===== config.mk =====
export PLATFORM = sky130hd
export DESIGN_NAME = psfb_ram
export DESIGN_NICKNAME = d
export VERILOG_FILES = /design/src/per_source_flood_blocker_defines.svh /design/src/psfb_ram.sv
export SDC_FILE = /design/constraint.sdc
export NUM_CORES = 1
export LEC_CHECK = 0
export ABC_AREA = 0
export BUFFER_PORTS_ARGS = -buffer_cell sky130_fd_sc_hd__buf_4
export CORE_MARGIN = 2
export CORE_UTILIZATION = 27
export CTS_CLUSTER_DIAMETER = 40
export DETAILED_ROUTE_END_ITERATION = 10
export MAX_ROUTING_LAYER = met4
export PLACE_DENSITY = 0.54
export SLEW_MARGIN = 25
export SYNTH_ARGS = -nofsm -noshare
export SYNTH_HDL_FRONTEND = slang
export SYNTH_SLANG_ARGS = --single-unit

===== constraint.sdc =====
create_clock -name i_clk -period 3.3 [get_ports i_clk]
set_input_delay 0.66 -clock i_clk [delete_from_list [all_inputs] [get_ports i_clk]]
set_output_delay 0.66 -clock i_clk [all_outputs]
set_load 0.01 [all_outputs]

===== src/per_source_flood_blocker_defines.svh =====
// ----------------------------------------------------------------------------
// per_source_flood_blocker_defines
// assertion macros shared by the flood blocker rtl
// ----------------------------------------------------------------------------
`ifndef PER_SOURCE_FLOOD_BLOCKER_DEFINES_SVH
`define PER_SOURCE_FLOOD_BLOCKER_DEFINES_SVH

// same-cycle implication on i_clk, disabled in reset
`define PSFB_ASSERT_IMP(lbl, ante, cons, msg) \
    lbl: assert property (@(posedge i_clk) disable iff (!i_rst_n) (ante) |-> (cons)) \
        else $error(msg);

// next-cycle implication on i_clk, disabled in reset
`define PSFB_ASSERT_NXT(lbl, ante, cons, msg) \
    lbl: assert property (@(posedge i_clk) disable iff (!i_rst_n) (ante) |=> (cons)) \
        else $error(msg);

`endif


===== src/psfb_ram.sv =====
// ----------------------------------------------------------------------------
// psfb_ram
// generic single write port ram with registered read
// ----------------------------------------------------------------------------
module psfb_ram #(
    parameter int WIDTH = 8,
    parameter int DEPTH = 16
) (
    input  logic                     i_clk,
    input  logic                     i_we,
    input  logic [$clog2(DEPTH)-1:0] i_waddr,
    input  logic [WIDTH-1:0]         i_wdata,
    input  logic [$clog2(DEPTH)-1:0] i_raddr,
    output logic [WIDTH-1:0]         o_rdata
);

    logic [WIDTH-1:0] r_mem [DEPTH];
    logic [WIDTH-1:0] r_rdata;

    always_ff @(posedge i_clk) begin
        if (i_we) begin
            r_mem[i_waddr] <= i_wdata;
        end
        r_rdata <= r_mem[i_raddr];
    end

    assign o_rdata = r_rdata;

endmodule

==> results of run 1 <==
-- power by group through the flow --
stage	Combinational [W]	Clock, W	Sequential [W]
CTS	0.000191	0.00167	0.00195
global route	0.000204	0.00175	0.00195
global placement	0.000188	0	0.00198
finish	0.000186	0.00164	0.00195
floorplan	0.0000980	0	0.00198
detailed placement	0.000191	0	0.00199
-- cell families after synthesis --
family,count (synthesis),share of synthesized area
compound gates,16,0.0233
buf+inv,10,0.0168
flops,136,0.778
mux,32,0.150
simple gates,35,0.0318
-- critical path, delay by kind of cell --
kind,cells,cell delay (ns)
compound gates,1,0.37
mux,1,0.63
simple gates,1,0.08
buf+inv,1,0.49
-- per-stage QoR --
step                instances  area [um^2]  total power (W)  hold WS [ns]
floorplan                 229         5150          0.00208         0.629
global placement          484         5590          0.00217         0.655
detailed placement        484         5590          0.00218         0.661
CTS                       515         6110          0.00381         0.560
global route              515         6110          0.00391         0.575
finish                    515         6110          0.00378         0.565
-- registers in the layout, indices dropped and copies added (netlist names) --
signal	count
r_mem	128
o_rdata	8
-- routing by layer --
layer / up-vias / track usage / part of all wire
met5: - / - / 0
met4: 0 / 0.0300 / 0.0083
met3: 10 / 0.0350 / 0.076
met2: 74 / 0.174 / 0.49
met1: 1221 / 0.149 / 0.43
li1: 1053 / - / -
-- layout by cell type, fill, tap and decap left out, drive strengths merged --
| cell | instances |
|---|---|
| a22oi | 16 |
| and2 | 1 |
| and2b | 1 |
| buf | 31 |
| bufinv | 1 |
| clkbuf | 19 |
| clkinv | 9 |
| clkinvlp | 2 |
| dfxtp | 8 |
| edfxtp | 128 |
| mux4 | 32 |
| nand2 | 9 |
| nand2b | 2 |
| nand3 | 1 |
| nand3b | 2 |
| nor2 | 13 |
| nor2b | 1 |
| nor3 | 4 |
| or3b | 1 |
-- path summary, 6_finish.rpt --
check,start,endpoint,slack [ns],cells past startpoint
worst max-delay path,i_raddr[0],o_rdata[4],1.32,4
worst min-delay path,i_wdata[0],r_mem[12][0],0.57,1
worst max register to register,r_mem[9][4],o_rdata[4],1.87,3
worst min register to register,r_mem[8][3],o_rdata[3],0.67,3
-- final cells by class --
class	count	share of cell area
Sequential cell	136	0.656
Clock inverter	12	0.0141
Tap cell	234	0.0480
Multi-Input combinational cell	83	0.173
Timing Repair Buffer	31	0.0381
Clock buffer	19	0.0709
==> results.toml, run 1 <==
[timing]
period_share = 0.600
worst_slew_margin_rel = 0.357
setup-tns-final_ns = 0
largest_clock_skew_in_the_final_design_ns = 0.00447
min_period_ns = 1.98
rsz_0062_raised_after_global_routing = "false"
count_of_final_setup_violators = 0
timing_worst_slew_pin_value_ns = 0.961
fin_ws_ns = 1.32
drv_slew = 0
finalHoldViolCount = 0
fmax_ghz = 0.505

[yosys]
yosys-top-cells-count = "sky130_fd_sc_hd__edfxtp_1, sky130_fd_sc_hd__mux4_2, sky130_fd_sc_hd__a22oi_1"
synth.avg_cell_area_um2 = 22.5
synth_nets = 247
synth_area_um2 = 5150
postSynthCellCount = 229
unique_cell_type_count_in_the_yosys_netlist = 19
synth_edf_count = 128
ys.flop_type = "sky130_fd_sc_hd__edfxtp_1"
synth_top_area_frac = 0.747
async_reset_ff_frac = 0
largest_area_contributor_in_the_synthesized_netlist = "sky130_fd_sc_hd__edfxtp_1"
yosys_warnings = 0
yosysMostFrequentCell = "sky130_fd_sc_hd__edfxtp_1"
synth_seq_area_share = 0.778
synth_top_cells_by_area = "sky130_fd_sc_hd__edfxtp_1, sky130_fd_sc_hd__mux4_2, sky130_fd_sc_hd__mux4_1"
yosys_register_bits = 136

[grt]
groute.usage.overall = 0.114
first_global_vias = 2420
grt_max_degree = 33
grt_antenna_before_repair = 0
grt_pass1_wl_um = 15600
grt-ovfl-total = 0

[critical_path]
arrival_ns = 2.25
slowest_delay_ns = 0.63
end_kind = "flop"
path_class = "in2reg"
crit_path_start_kind = "primary input"
cp_max_fo = 32
crit_chain = "buf_4 -> mux4_1 -> a22oi_1 -> nand2_1"
cp_data_required_time_ns = 3.57
slowest_stage = "sky130_fd_sc_hd__mux4_1"

[pwr]
seqPwrFrac = 0.516
power_frac_comb = 0.049
power_density_nw_per_um2 = 619
p_int_w = 0.00303
switching_share_of_power = 0.199
power_leakage_nw = 2.00
net_load_switching_power_w = 0.000752
clock_power_share = 0.435
vdd_ir_drop_max_v = 0.000289

[final_layout]
layout-area-overhead-vs-synth_pct = 18.6
post_route_cells_drive_above_1_share = 0.270
filler_cell_count = 1759
final_util = 0.326
register_area_um2 = 4000
multiInputGateArea_um2 = 1060
n_antenna_cell = 0
num-nets-final = 287

[clock_network]
cts_tree = "built"
cts-buffers-inserted = 17
postCtsSetupRepairBufs = 0
htree_levels = 4
clkLatencyLatePin_ns = 0.40
cts.hold.buffers_added = 0
cts.sinks = 136
root_buffer = "sky130_fd_sc_hd__clkbuf_16"
cts_buffer_depth = 2
clkTransAtPathRegs_ns = 0.05
cts_resized = 0

[die]
die_h_um = 142
standard_cell_row_count = 50
die_width_um = 142
initial_utilization = 0.275
design.die.area_um2 = 20200
core_region_area_um2 = 18700
num_io_pins = 26

[place]
pre_cts_slack_ns = 0.870
portBuffers = 25
place.gp.congestion = 0.738
dpl.hpwl_um = 6690

[status]
status = "complete, no violations"

[detailed_routing]
drt_first_iter_violations = 328
route.vias.total = 2358
drt_wl_total_um = 10400
post_drt_wl_per_cell_um = 20.2
drt.antenna.violating_nets = 0
detail_route.vias_per_cell = 4.58
drc = 0
drt-pass1-iter-count = 5

[run]
maxCapViolations = 0

[hold_path]
worstHoldPathType = "in2reg"
(Power assumes the default switching activity.)
==> inputs of run 2 (changes only) <==
--- a/config.mk
+++ b/config.mk
@@ -12,7 +12,7 @@
 export CTS_CLUSTER_DIAMETER = 40
 export DETAILED_ROUTE_END_ITERATION = 10
 export MAX_ROUTING_LAYER = met4
-export PLACE_DENSITY = 0.54
+export PLACE_DENSITY = 0.55
 export SLEW_MARGIN = 25
 export SYNTH_ARGS = -nofsm -noshare
 export SYNTH_HDL_FRONTEND = slang
==> constraint.sdc (replaced) <==
create_clock -name i_clk -period 1.7 [get_ports i_clk]
set_input_delay 0.34 -clock i_clk [delete_from_list [all_inputs] [get_ports i_clk]]
set_output_delay 0.34 -clock i_clk [all_outputs]
set_load 0.01 [all_outputs]
==> results.toml, run 2 (synthesis gave the netlist of run 1 again) <==
[grt]
grt-ovfl-total = 0
first_global_vias = 2660
groute.usage.overall = 0.115
grt_max_degree = 17
grt_antenna_before_repair = 0
grt_pass1_wl_um = 16000

[critical_path]
crit_path_start_kind = "flop"
worst-r2r-cell-count = 3
crit_chain = "mux4_1 -> a22oi_1 -> nand2_1"
cp_max_fo = 1
slowest_delay_ns = 0.50
cp_data_required_time_ns = 1.99
path_class = "reg2reg"
slowest_stage = "sky130_fd_sc_hd__mux4_1"
end_kind = "flop"
arrival_ns = 1.67

[timing]
fmax_ghz = 0.724
timing_worst_slew_pin_value_ns = 0.784
worst_slew_margin_rel = 0.476
rsz_0062_raised_after_global_routing = "false"
count_of_final_setup_violators = 0
min_period_ns = 1.38
finalHoldViolCount = 0
drv_slew = 0
largest_clock_skew_in_the_final_design_ns = 0.00333
period_share = 0.812
fin_ws_ns = 0.320

[die]
initial_utilization = 0.275
num_io_pins = 26
die_h_um = 142
design.die.area_um2 = 20200
standard_cell_row_count = 50
die_width_um = 142
core_region_area_um2 = 18700

[detailed_routing]
drt_first_iter_violations = 245
drt_wl_total_um = 10600
drt-pass1-iter-count = 4
drt.antenna.violating_nets = 0
route.vias.total = 2442
post_drt_wl_per_cell_um = 19.5
detail_route.vias_per_cell = 4.51
drc = 0

[pwr]
power_leakage_nw = 2.19
vdd_ir_drop_max_v = 0.000721
power_density_nw_per_um2 = 1230

[place]
portBuffers = 25
place.gp.congestion = 0.750
pre_cts_slack_ns = -0.0699
dpl.hpwl_um = 7140
place_area_um2 = 5820
place.detailed.instances = 509

[clock_network]
cts_resized = 0
clkTransAtPathRegs_ns = 0.06
cts_tree = "built"
cts.hold.buffers_added = 0
root_buffer = "sky130_fd_sc_hd__clkbuf_16"
clkLatencyLatePin_ns = 0.41
htree_levels = 4
cts.sinks = 136
postCtsSetupRepairBufs = 0
cts-buffers-inserted = 17
cts_buffer_depth = 2

[status]
status = "complete, no violations"

[run]
maxCapViolations = 0

[final_layout]
n_antenna_cell = 0
flip_flop_count_of_the_largest_register_after_layout = 128
final_util = 0.344
commonest_non_fill_non_tap_cells_in_the_layout = "sky130_fd_sc_hd__edfxtp_1, sky130_fd_sc_hd__buf_4, sky130_fd_sc_hd__mux4_2"
num-nets-final = 312
post_route_cells_drive_above_1_share = 0.342
final_common_cell = "sky130_fd_sc_hd__edfxtp_1"
post-route-cell-area_um2 = 6430
largest-register = "r_mem"
final-instance-count-excl-fill = 541
layout-area-overhead-vs-synth_pct = 24.9

[hold_path]
worstHoldPathType = "in2reg"
hold-path-cell-count = 1
[run 2: cell count changes in the layout (fill, tap and decap cells not counted), sizes merged]
cell / previous run / this run
buf: 31 / 56
bufinv: 1 / 4
clkbuf: 19 / 18
clkinvlp: 2 / 1
[run 2: final cells by class]
cell class	count	area (um^2)
Clock buffer	18	429
Clock inverter	14	181
Fill cell	1715	12300
Multi-Input combinational cell	83	1060
Sequential cell	136	4000
Tap cell	234	293
Timing Repair Buffer	56	458
[run 2: worst paths after layout]
path	start	slack [ns]	end
worst min-delay path	i_wdata[4]	0.25	r_mem[0][4]
worst max-delay path	r_mem[1][2]	0.32	o_rdata[2]
worst max register to register	r_mem[1][2]	0.32	o_rdata[2]
worst min register to register	r_mem[14][6]	0.67	o_rdata[6]
[run 2: worst max-delay path: cells and delay by family, from the launching register on]
kind / cells / cell delay (ns)
AOI/OAI and AO/OA: 1 / 0.33
and+or+nand+nor: 1 / 0.08
DFF: 1 / 0.35
muxes: 1 / 0.50
[run 2: per-stage QoR]
stage                     power [W]  TNS, ns  hold WS [ns]
after floorplan             0.00404        0         0.439
after global placement      0.00424   -0.238         0.654
after detailed placement    0.00425   -0.173         0.661
after CTS                   0.00797        0         0.239
after global routing        0.00816        0         0.256
final                       0.00789        0         0.247
[run 2: power breakdown]
| group | internal (W) | switching [W] |
|---|---|---|
| clock | 0.00244 | 0.00128 |
| combinational | 0.000189 | 0.000210 |
| sequential | 0.00375 | 0.0000247 |
[run 2: routing by layer]
metal,track usage,part of all wire,vias to the layer above
met5,-,0,-
met4,0.0337,0.0082,0
met3,0.0316,0.048,7
met2,0.176,0.50,54
met1,0.150,0.44,1276
li1,-,-,1105
==> inputs of run 3 (changes only) <==
==> constraint.sdc (replaced) <==
create_clock -name i_clk -period 1.2 [get_ports i_clk]
set_input_delay 0.24 -clock i_clk [delete_from_list [all_inputs] [get_ports i_clk]]
set_output_delay 0.24 -clock i_clk [all_outputs]
set_load 0.01 [all_outputs]
==> results.toml, run 3 (synthesis gave the netlist of run 1 again) <==
[die]
design.die.area_um2 = 20200
die_h_um = 142
num_io_pins = 26
standard_cell_row_count = 50
die_width_um = 142
core_region_area_um2 = 18700
initial_utilization = 0.275

[timing]
finalHoldViolCount = 0
holdWs_ns = 0.136
timing_worst_slew_pin_value_ns = 1.06
drv_slew = 0
worst_slew_margin_rel = 0.294
min_period_ns = 1.29
rsz_0062_raised_after_global_routing = "true"
fin_ws_ns = -0.0946
period_share = 1.08
fmax_ghz = 0.772
count_of_final_setup_violators = 7
largest_clock_skew_in_the_final_design_ns = 0.00469

[detailed_routing]
drt-pass1-iter-count = 4
drt_first_iter_violations = 210
drc = 0
detail_route.vias_per_cell = 4.43
route.vias.total = 2426
drt_wl_total_um = 10300
post_drt_wl_per_cell_um = 18.8
drt.antenna.violating_nets = 0

[grt]
grt-ovfl-total = 0
grt_antenna_before_repair = 0
first_global_vias = 2638
groute.usage.overall = 0.114
grt_max_degree = 18
grt_pass1_wl_um = 15600

[final_layout]
post-route-cell-area_um2 = 6670
final_common_cell = "sky130_fd_sc_hd__edfxtp_1"
n_antenna_cell = 0
num-nets-final = 319
post_route_cells_drive_above_1_share = 0.478
flip_flop_count_of_the_largest_register_after_layout = 128
commonest_non_fill_non_tap_cells_in_the_layout = "sky130_fd_sc_hd__edfxtp_1, sky130_fd_sc_hd__buf_4, sky130_fd_sc_hd__mux4_2"
layout-area-overhead-vs-synth_pct = 29.5
largest-register = "r_mem"

[critical_path]
worst_path_dominant_cell_family = "multiplexers"
crit_chain = "mux4_2 -> a22oi_2 -> nand2_1"
end_kind = "flop"
timing.critical_path.depth = 3
cp_max_fo = 1
crit_buf_inv = 0
arrival_ns = 1.59
slowest_delay_ns = 0.49
slowest_stage = "sky130_fd_sc_hd__mux4_2"
timing.reg2reg.setup_slack_ns = -0.09
crit_path_start_kind = "flop"
cp_data_required_time_ns = 1.50
path_class = "reg2reg"
worst-r2r-cell-count = 3
critical_path.reg2reg.startpoint = "r_mem[3][3]"
rr_endpoint = "o_rdata[3]"

[hold_path]
worstHoldPathType = "in2reg"
min_from = "i_wdata[7]"
holdPathEnd = "r_mem[4][7]"
hold-path-cell-count = 1

[clock_network]
cts_buffer_depth = 2
cts_tree = "built"
clkLatencyLatePin_ns = 0.41
root_buffer = "sky130_fd_sc_hd__clkbuf_16"
cts-buffers-inserted = 17
clkTransAtPathRegs_ns = 0.06
htree_levels = 4
cts.sinks = 136

[run]
maxCapViolations = 0

[pwr]
power_density_nw_per_um2 = 1700
p_total_w = 0.0113
power_leakage_nw = 2.22
vdd_ir_drop_max_v = 0.00112

[place]
dpl.hpwl_um = 6970
portBuffers = 25
pre_cts_slack_ns = -0.501
place_area_um2 = 5990
place.gp.congestion = 0.697

[status]
status = "complete, but fails checks"
failing_checks = "setup timing"
-- run 3: changes by cell type in the layout (fill, tap and decap cells not counted), sizes merged --
cell,before,now
buf,56,63
clkinvlp,1,0
clkinv,9,6
clkbuf,18,22
-- run 3: stage by stage --
| stage | TNS, ns | std cells | utilization |
|---|---|---|---|
| floorplan | -3.85 | 229 | - |
| global placement | -26.34 | 516 | 0.320 |
| detailed placement | -27.95 | 516 | 0.320 |
| CTS | -0.434 | 548 | 0.355 |
| global route | -0.633 | 548 | 0.356 |
| finish | -0.337 | 548 | 0.356 |
-- run 3: worst reg2reg max path: stages (launching register included) --
cell and delay, ns:
sky130_fd_sc_hd__edfxtp_1 0.37, sky130_fd_sc_hd__mux4_2 0.49, sky130_fd_sc_hd__a22oi_2 0.24, sky130_fd_sc_hd__nand2_1 0.08
-- run 3: area by class of cell --
type,count,area [um^2]
repair buffers,63,623
well taps,234,293
multi-input cells,83,1130
fillers,1713,12000
flip-flops and latches,136,4010
clock inverters,10,149
clock buffers,22,464
-- run 3: per-layer routing --
metal	track usage	routed length [um]	up-vias
met3	0.0313	472	20
li1	-	-	1104
met4	0.0521	208	0
met2	0.177	4960	61
met5	-	0	-
met1	0.139	4640	1241
-- run 3: how the worst max path moves through the flow --
stage,startpoint,endpoint,slack [ns]
5_1_grt,r_mem[2][3],o_rdata[3],-0.14
3_5_place_dp,i_raddr[0],o_rdata[3],-0.50
6_report,r_mem[3][3],o_rdata[3],-0.09
2_1_floorplan,i_waddr[2],r_mem[0][0],-0.17
3_3_place_gp,i_raddr[0],o_rdata[3],-0.50
4_1_cts,r_mem[1][3],o_rdata[3],-0.08
-- run 3: power by group --
part	leakage [nW]	internal, W	switching [W]
clock	0.305	0.00356	0.00178
sequential	1.22	0.00531	0.0000324
combinational	0.687	0.000330	0.000332
total	2.22	0.00920	0.00214
-- run 3: timing repair --
item | 4_1_cts | 5_1_grt
hold buffers | 0 | 0
pin swaps | 3 | 4
gates resized for setup | 7 | 8
setup buffers | 0 | 0
setup endpoints to repair | 8 | 9
gates cloned | 0 | 0
